`config.mk`:
```
export PLATFORM = sky130hd
export DESIGN_NAME = sexpr_construct_splitter_unit_flat
export DESIGN_NICKNAME = d
export VERILOG_FILES = /design/src/rtl/scs_pkg.sv /design/src/rtl/scs_text_if.sv /design/src/rtl/scs_result_if.sv /design/src/rtl/scs_step.sv /design/src/rtl/sexpr_construct_splitter_unit.sv /design/src/flat_wrapper.sv
export SDC_FILE = /design/constraint.sdc
export NUM_CORES = 1
export LEC_CHECK = 0
export BUFFER_PORTS_ARGS = -buffer_cell sky130_fd_sc_hd__clkbuf_2
export CORE_MARGIN = 2
export CORE_UTILIZATION = 50
export DETAILED_ROUTE_END_ITERATION = 10
export GPL_ROUTABILITY_DRIVEN = 0
export GPL_TIMING_DRIVEN = 0
export PLACE_DENSITY = 0.71
export SLEW_MARGIN = 20
export SYNTH_ARGS = -nofsm -noshare
export SYNTH_HDL_FRONTEND = slang
export SYNTH_SLANG_ARGS = --single-unit
```
`constraint.sdc`:
```
create_clock -name clk -period 3.1 [get_ports clk]
set_clock_uncertainty 0.1 [all_clocks]
set_input_delay 0.31 -clock clk [delete_from_list [all_inputs] [get_ports clk]]
set_output_delay 0.31 -clock clk [all_outputs]
set_load 0.02 [all_outputs]
```
`src/rtl/scs_pkg.sv`:
```
// Shared types and constants for the construct splitter.
// Used by the step logic and the top level.
`timescale 1ns / 1ps

package scs_pkg;

  localparam int DEPTH_BITS = 16;

  localparam logic [7:0] CH_OPEN  = 8'h28;
  localparam logic [7:0] CH_CLOSE = 8'h29;
  localparam logic [7:0] CH_BSL   = 8'h5C;
  localparam logic [7:0] CH_QUOTE = 8'h22;
  localparam logic [7:0] CH_SEMI  = 8'h3B;
  localparam logic [7:0] CH_NL    = 8'h0A;
  localparam logic [7:0] CH_SPACE = 8'h20;
  localparam logic [7:0] CH_TAB   = 8'h09;
  localparam logic [7:0] CH_CR    = 8'h0D;

  typedef struct packed {
    logic [DEPTH_BITS-1:0] nest_depth;
    logic                  construct_started;
    logic                  in_string;
    logic                  in_comment;
    logic                  after_backslash;
    logic                  seen_nonspace;
  } split_state_t;

  typedef struct packed {
    logic       has_byte;
    logic [7:0] out_byte;
    logic       construct_end;
    logic       unbalanced_end;
  } split_result_t;

endpackage

```
`src/rtl/scs_text_if.sv`:
```
// Input channel: one byte of source text per item.
// Depends on nothing but the handshake convention valid/ready.
`timescale 1ns / 1ps

interface scs_text_if;
  logic       valid;
  logic       ready;
  logic [7:0] text_byte;
  logic       text_last;

  modport source (output valid, output text_byte, output text_last, input ready);
  modport sink   (input valid, input text_byte, input text_last, output ready);
endinterface

```
`src/rtl/scs_result_if.sv`:
```
// Output channel: one kept byte and/or construct end mark per item.
// Depends on nothing but the handshake convention valid/ready.
`timescale 1ns / 1ps

interface scs_result_if;
  logic       valid;
  logic       ready;
  logic       has_byte;
  logic [7:0] out_byte;
  logic       construct_end;
  logic       unbalanced_end;

  modport source (output valid, output has_byte, output out_byte,
                  output construct_end, output unbalanced_end, input ready);
  modport sink   (input valid, input has_byte, input out_byte,
                  input construct_end, input unbalanced_end, output ready);
endinterface

```
`src/rtl/scs_step.sv`:
```
// Combinational update of the splitter state for one text byte.
// Depends on scs_pkg for the state and result types.
`timescale 1ns / 1ps

module scs_step
  import scs_pkg::*;
(
  input  split_state_t  cur,
  input  logic [7:0]    text_byte,
  input  logic          text_last,
  output split_state_t  nxt,
  output split_result_t res,
  output logic          res_valid
);

  logic                  keep;
  logic                  balanced;
  logic                  handled;
  logic                  unbalanced;
  logic                  is_space;
  logic                  seen;
  logic [DEPTH_BITS-1:0] depth_dec;

  assign is_space  = (text_byte == CH_SPACE) ||
                     ((text_byte >= CH_TAB) && (text_byte <= CH_CR));
  assign depth_dec = (cur.nest_depth != '0) ? cur.nest_depth - 1'b1 : cur.nest_depth;

  always_comb begin
    nxt        = cur;
    keep       = 1'b0;
    balanced   = 1'b0;
    handled    = 1'b0;
    unbalanced = 1'b0;
    seen       = cur.seen_nonspace;

    if (cur.after_backslash) begin
      nxt.after_backslash = 1'b0;
      if (text_byte == CH_QUOTE) begin
        keep    = 1'b1;
        handled = 1'b1;
      end
    end

    if (!handled) begin
      if (!cur.in_string && !cur.in_comment && text_byte == CH_OPEN) begin
        if (cur.nest_depth != '1) begin
          nxt.nest_depth = cur.nest_depth + 1'b1;
        end
        nxt.construct_started = 1'b1;
        keep = 1'b1;
      end else if (!cur.in_string && !cur.in_comment && text_byte == CH_CLOSE) begin
        nxt.nest_depth = depth_dec;
        keep = 1'b1;
        balanced = cur.construct_started && (depth_dec == '0);
      end else if (cur.in_string && text_byte == CH_BSL) begin
        keep = 1'b1;
        nxt.after_backslash = 1'b1;
      end else if (!cur.in_comment && text_byte == CH_QUOTE) begin
        nxt.in_string = !cur.in_string;
        keep = 1'b1;
      end else if (!cur.in_string && text_byte == CH_SEMI) begin
        nxt.in_comment = 1'b1;
      end else if (!cur.in_string && text_byte == CH_NL) begin
        nxt.in_comment = 1'b0;
      end else if (!cur.in_comment) begin
        keep = 1'b1;
      end
    end

    // drop leading whitespace of a construct
    if (keep && !cur.seen_nonspace && is_space) begin
      keep = 1'b0;
    end
    if (keep) begin
      seen = 1'b1;
    end
    nxt.seen_nonspace = seen;

    unbalanced = text_last && !balanced && seen;

    if (balanced || unbalanced) begin
      nxt.nest_depth        = '0;
      nxt.construct_started = 1'b0;
      nxt.seen_nonspace     = 1'b0;
    end
    if (text_last) begin
      nxt = '0;
    end

    res.has_byte       = keep;
    res.out_byte       = keep ? text_byte : 8'h00;
    res.construct_end  = balanced || unbalanced;
    res.unbalanced_end = unbalanced;
    res_valid          = keep || balanced || unbalanced;
  end

endmodule

```
`src/rtl/sexpr_construct_splitter_unit.sv`:
```
// Construct splitter top level: input register, step logic, result register.
// A byte waits in the input register; its result is offered from the result register.
// Throughput: one byte per cycle; a stalled result register holds a byte that yields a result.
// Bytes that yield no result (dropped comments, newlines, leading spaces) emit nothing.
// Reset (rst, synchronous) clears the lexer state and both stages at once.
// Depends on scs_pkg, scs_text_if, scs_result_if and scs_step.
`timescale 1ns / 1ps

module sexpr_construct_splitter_unit
  import scs_pkg::*;
(
  input  logic         clk,
  input  logic         rst,
  scs_text_if.sink     text,
  scs_result_if.source result
);

  logic          s1_valid;
  logic [7:0]    s1_byte;
  logic          s1_last;
  split_state_t  state;
  split_state_t  state_next;
  split_result_t step_res;
  logic          step_res_valid;
  logic          out_valid;
  split_result_t out_res;
  logic          out_free;
  logic          s1_advance;

  scs_step u_step (
    .cur       (state),
    .text_byte (s1_byte),
    .text_last (s1_last),
    .nxt       (state_next),
    .res       (step_res),
    .res_valid (step_res_valid)
  );

  assign out_free   = !out_valid || result.ready;
  assign s1_advance = s1_valid && (out_free || !step_res_valid);
  assign text.ready = !s1_valid || s1_advance;

  always_ff @(posedge clk) begin
    if (rst) begin
      s1_valid <= 1'b0;
    end else if (text.ready) begin
      s1_valid <= text.valid;
    end
    if (text.ready && text.valid) begin
      s1_byte <= text.text_byte;
      s1_last <= text.text_last;
    end
  end

  always_ff @(posedge clk) begin
    if (rst) begin
      state <= '0;
    end else if (s1_advance) begin
      state <= state_next;
    end
  end

  always_ff @(posedge clk) begin
    if (rst) begin
      out_valid <= 1'b0;
    end else if (out_free) begin
      out_valid <= s1_advance && step_res_valid;
    end
    if (out_free && s1_advance && step_res_valid) begin
      out_res <= step_res;
    end
  end

  assign result.valid          = out_valid;
  assign result.has_byte       = out_res.has_byte;
  assign result.out_byte       = out_res.out_byte;
  assign result.construct_end  = out_res.construct_end;
  assign result.unbalanced_end = out_res.unbalanced_end;

endmodule
```
`src/flat_wrapper.sv`:
```
// flat-port wrapper written by rule: the top's interface ports become plain ports
module sexpr_construct_splitter_unit_flat import scs_pkg::*;
  (clk, rst, text_valid, text_text_byte, text_text_last, text_ready, result_valid, result_has_byte, result_out_byte, result_construct_end, result_unbalanced_end, result_ready);
  scs_text_if text_i ();
  scs_result_if result_i ();
  input  logic clk;
  input  logic rst;
  input wire logic [$bits(text_i.valid)-1:0] text_valid;
  input wire logic [$bits(text_i.text_byte)-1:0] text_text_byte;
  input wire logic [$bits(text_i.text_last)-1:0] text_text_last;
  output wire logic [$bits(text_i.ready)-1:0] text_ready;
  output wire logic [$bits(result_i.valid)-1:0] result_valid;
  output wire logic [$bits(result_i.has_byte)-1:0] result_has_byte;
  output wire logic [$bits(result_i.out_byte)-1:0] result_out_byte;
  output wire logic [$bits(result_i.construct_end)-1:0] result_construct_end;
  output wire logic [$bits(result_i.unbalanced_end)-1:0] result_unbalanced_end;
  input wire logic [$bits(result_i.ready)-1:0] result_ready;
  assign text_i.valid = text_valid;
  assign text_i.text_byte = text_text_byte;
  assign text_i.text_last = text_text_last;
  assign text_ready = text_i.ready;
  assign result_valid = result_i.valid;
  assign result_has_byte = result_i.has_byte;
  assign result_out_byte = result_i.out_byte;
  assign result_construct_end = result_i.construct_end;
  assign result_unbalanced_end = result_i.unbalanced_end;
  assign result_i.ready = result_ready;
  sexpr_construct_splitter_unit u_core (.clk(clk), .rst(rst), .text(text_i), .result(result_i));
endmodule
```
# Yosys cells after proc, flatten, opt, wreduce, memory -nomap -nowiden
# Cells that the tools add are included.
# Widths: inputs -> output; s select.
# op_classes
n_addsub	2
magnitude_cmp	2
n_eq_ne	15
n_mux	32
n_reduce_logical	42
# ops
cell	count
$mux 16	4
$eq 8x6->1 const B	5
$mux 1	22
$mux 21	1
$mux 20	1
$logic_and 1x1->1	18
$mux 17	1
$add 16x1->16 const B	1
$logic_not 16->1	1
$ne 16x16->1 const B	1
$reduce_bool 16->1	1
$sub 16x1->16 const B	1
$ne 2x1->1 const B	5
$eq 8x4->1 const B	1
$eq 8x7->1 const B	1
$ge 8x4->1 const B	1
$le 8x4->1 const B	1
$logic_not 1->1	7
$logic_or 1x1->1	7
$reduce_and 7->1	1
$mux 3	2
$reduce_and 6->1	1
$reduce_bool 3->1	2
$ne 4x1->1 const B	1
other kinds (6)	6
# totals
regBits	43
in_bits	13
out_inout_bits	13
wordCells	107

# Logic depth before layout (Yosys ltp)
# depth
word_depth	20
depth_mapped	11
ltp_nobuf	9

# Modules after synthesis
# From an unflattened synthesis, not the netlist that was laid out.
# unflattened
hier_cells	355
area_unflattened_um2	3120.5
# modules_own_cells
mod	n_inst	cells_each	area_each_um2	seq_area_each_um2
sexpr_construct_splitter_unit	1	121	1646.6	1061.0
scs_step	1	234	1473.9	0.0

# Least setup slack after synthesis
# OpenSTA, ideal clock, no wires.
# synth_path
path_kind	reg-to-reg
startpoint	register u_core.s1_byte[0]
endpoint	register u_core.out_res, in the netlist u_core.result.construct_end (enable)
setup_time_ns	0.378
arrival_ns	2.329
required_time_ns	2.622
setup_slack_ns	0.293
stages_incl_launch_ff	9
path_buffers	2
synth_period_minus_slack_ns	2.807
cell_sequence	edfxtp_1 buf_2 nor4bb_1 o2111ai_1 o211ai_1 o21a_1 clkbuf_1 o21ai_0 nor2_1
# synth_rtl
item	line_no	text
start: declaration	sexpr_construct_splitter_unit.sv:19	logic [7:0] s1_byte;
start signal: assignment	sexpr_construct_splitter_unit.sv:50	s1_byte <= text.text_byte;
end signal: assignment	sexpr_construct_splitter_unit.sv:70	out_res <= step_res;
end: declaration	sexpr_construct_splitter_unit.sv:26	split_result_t out_res;

# Worst setup path in the final report
# layout_path
startpoint	register u_core.s1_byte[3]
endpoint	output port text_ready
# layout_between
elab_chain_len	19
elab_cells_between_ends	42
classes_between	2 x order compare; 7 x eq/ne; 14 x mux; 19 x reduce/logical
# layout_lines
item	line_no	text
$eq 8x4->1	scs_step.sv:63	end else if (!cur.in_string && text_byte == CH_NL) begin
$logic_and 1x1->1	scs_step.sv:63	
$mux 1	scs_step.sv:63	
$mux 1	scs_step.sv:61	end else if (!cur.in_string && text_byte == CH_SEMI) begin
$mux 1	scs_step.sv:58	end else if (!cur.in_comment && text_byte == CH_QUOTE) begin
$mux 1	scs_step.sv:55	end else if (cur.in_string && text_byte == CH_BSL) begin
$mux 1	scs_step.sv:51	end else if (!cur.in_string && !cur.in_comment && text_byte == CH_CLOSE) begin
$mux 1	scs_step.sv:45	if (!cur.in_string && !cur.in_comment && text_byte == CH_OPEN) begin
(+3 left out)	n/a	
$mux 1	scs_step.sv:71	if (keep && !cur.seen_nonspace && is_space) begin
$mux 1	scs_step.sv:74	if (keep) begin
$logic_and 1x1->1	scs_step.sv:79	unbalanced = text_last && !balanced && seen;
$logic_or 1x1->1 *	scs_step.sv:94	res_valid = keep || balanced || unbalanced;
$logic_not 1->1 *	sexpr_construct_splitter_unit.sv:40	assign s1_advance = s1_valid && (out_free || !step_res_valid);
$logic_or 1x1->1 *	sexpr_construct_splitter_unit.sv:40	
$logic_and 1x1->1 *	sexpr_construct_splitter_unit.sv:40	
$logic_or 1x1->1 *	sexpr_construct_splitter_unit.sv:41	assign text.ready = !s1_valid || s1_advance;
end: declaration	flat_wrapper.sv:11	output wire logic [$bits(text_i.ready)-1:0] text_ready;
# Every way passes the cells marked *; elsewhere a longest branch is shown, timed or not.

==> impl_metrics.ini <==
[run_status]
status = complete, no violations

[clocking]
cts_buffers = 5
clock_latency_ps = 310
cts-root-buf = clkbuf_8
cts_hold_buf = 0
cts.clk_slew.worst_paths_ps = 90
cts_max_level = 2
cts_tree = done
clkSinkCount = 43
cts_max_path_buffers = 2

[place]
portBuffers = 25
dpl.hpwl_um = 5500

[cells_and_area]
diodes = 0
layout-area-overhead-vs-synth_pct = 13.7
utilization = 0.579
nNetsFinal = 394
final_layout_size_suffix_gt1_frac = 0.203
final_cell_mix = clkbuf_2, nor2_1, dfxtp_1
final_common_cell = clkbuf_2

[route]
ant_nets = 0
firstDrtPassIters = 5
viasPerCell = 6.42
vias = 2919
drc = 0
wirelength_um = 7800
drtIter0Drc = 289
wl_per_cell_um = 17.1

[power]
p_per_area_mw_per_mm2 = 330
p_sw_frac = 0.267
p_total_uw = 1110
pwr-share-clk = 0.335
p_comb_frac = 0.099
p_int_uw = 814
p_seq_frac = 0.566
ir_worst_vdd_uv = 240
leakagePower_uw = 0.00122
p_switching_uw = 296

[synth]
synth_cell_type_count = 68
synth.cell_area_mm2 = 0.00296
synth.net_count = 357
syn_inst = 342
ys.flop_type = dfxtp_1
synthArstFlopShare = 0
yosys_register_bits = 43
synth_edf_count = 20
ys_seq_area_frac = 0.358
ys_warn_count = 0
syn_area_per_cell_um2 = 8.66

[floorplan]
num_rows = 28
io_pins = 26
die_h_um = 80.9
die_x_um = 80.9
die_area_mm2 = 0.00655
start_util = 0.509
core_mm2 = 0.00582

[worst_hold_path]
holdPathEnd = u_core.s1_byte[3]
hp-class = in2reg
min_from = text_text_byte[3]
hold_depth = 1

[global_routing]
grt_pass1_vias = 2463
grt_use_total = 0.246
grt_max_degree = 15
overflow = 0
grt_pass1_wl_um = 12500
antenna_found_initial = 0

[setup_path]
ff2ff_setup_slack_ps = 170
arrival_ps = 2600
critPathKind = reg2out
start_kind = register
crit_required_ps = 2690
rr_startpoint = u_core.state[5]
end_kind = output pin
ff2ff_path_depth = 10
critPathMaxFanout = 9
r2r-end = u_core.result.unbalanced_end

[timing]
finalCriticalPeriod_ps = 3010
hold_violations = 0
tightest_slew_ps = 672
setup-violations-final = 0
timing_max_transition_violations_final = 0
period_share = 0.971
tns_ps = 0
timing.fmax_ghz = 0.332
rsz0062_at_grt = yes
max-slew-margin-rel = 0.552

[job]
timing.max_cap.violations = 0
## state kept, by name, summed over array words and instances (netlist names)
| signal | count |
|---|---|
| u_core.s1_valid | 1 |
| u_core.s1_byte | 8 |
| u_core.result.valid | 1 |
| u_core.result.construct_end | 1 |
| u_core.state | 21 |
| u_core.result.has_byte | 1 |
| u_core.result.unbalanced_end | 1 |
| u_core.result.out_byte | 8 |
| u_core.s1_last | 1 |
## per-layer routing
layer / share of wire / up-vias / GRT usage
met5: 0 / - / 0
met4: 0.025 / 0 / 0.0763
met3: 0.079 / 20 / 0.0489
met2: 0.43 / 145 / 0.356
met1: 0.47 / 1370 / 0.367
li1: - / 1384 / -
## synthesized netlist by cell type, drive strengths merged, types with 3 or more instances
cell,instances,area [µm²]
nand4,19,119
dfxtp,23,460
and2,13,81.3
nor2,26,97.6
buf,18,104
and3,9,56.3
inv,7,26.3
nor3,14,75.1
clkbuf,12,45.0
o21ai,15,75.1
nor2b,3,18.8
nor4,3,33.8
a2111oi,6,96.3
nor4b,3,26.3
or4,5,37.5
a31oi,11,68.8
nand2b,8,50.1
a211oi,9,87.6
edfxtp,20,601
or3,6,47.5
a21oi,17,85.1
o31ai,4,30.0
o211ai,4,30.0
nand2,23,93.8
o2111ai,3,32.5
nand3,18,90.1
## worst max-delay path: stages, from the launching register on
cell and delay (ps):
edfxtp_1 550, nand4bb_1 250, a2111oi_4 430, o211ai_1 190
a21oi_1 270, nor2_1 130, o211ai_1 250, clkbuf_2 220
## how the worst max path moves through the flow
stage	from	endpoint	slack, ps	depth (start not counted)
after floorplan	u_core.s1_byte[0]	u_core.result.construct_end	290	8
after global placement	u_core.s1_byte[0]	u_core.result.construct_end	-400	8
after detailed placement	u_core.s1_byte[0]	u_core.result.construct_end	-440	8
after CTS	u_core.s1_byte[0]	u_core.result.construct_end	40	8
after global routing	u_core.s1_byte[3]	text_ready	-60	7
final	u_core.s1_byte[3]	text_ready	90	7
## metrics by stage
stage                     hold slack [ps]  setup slack [ps]  area [µm²]  instances
after floorplan                       309               293        2960        342
after global placement                335              -400        3180        442
after detailed placement              344              -443        3180        442
after CTS                            72.6              35.5        3280        450
after global routing                 66.5             -57.6        3360        455
final                                73.2              89.3        3360        455
## kinds of logic after synthesis
family / after synthesis / share of synthesized area
compound gates: 90 / 0.233
xor+xnor: 4 / 0.0118
fa+ha+maj: 2 / 0.00845
buf+inv: 37 / 0.0592
flops: 43 / 0.358
mux: 3 / 0.0106
simple gates: 163 / 0.318
## final cells by class
type | count | area [µm²]
plain buffers | 30 | 153
clock buffers | 6 | 72.6
clock inverters | 2 | 13.8
fillers | 567 | 2450
inverters | 7 | 26.3
multi-input cells | 262 | 1770
flip-flops and latches | 43 | 1060
well taps | 75 | 93.8
repair buffers | 30 | 175
## power groups by stage
stage / logic (µW) / clock network (µW) / registers [µW]
floorplan: 53.7 / 0 / 647
global placement: 94.0 / 0 / 642
detailed placement: 95.5 / 0 / 642
CTS: 97.3 / 372 / 629
global route: 118 / 388 / 631
finish: 110 / 372 / 628
## repair_timing
item,in CTS,in global routing
setup buffers,0,5
endpoints found under the setup margin,12,32
gates resized for setup,4,8
hold endpoints to repair,0,0
pin swaps,0,2
Power figures use the tool's default switching activity.
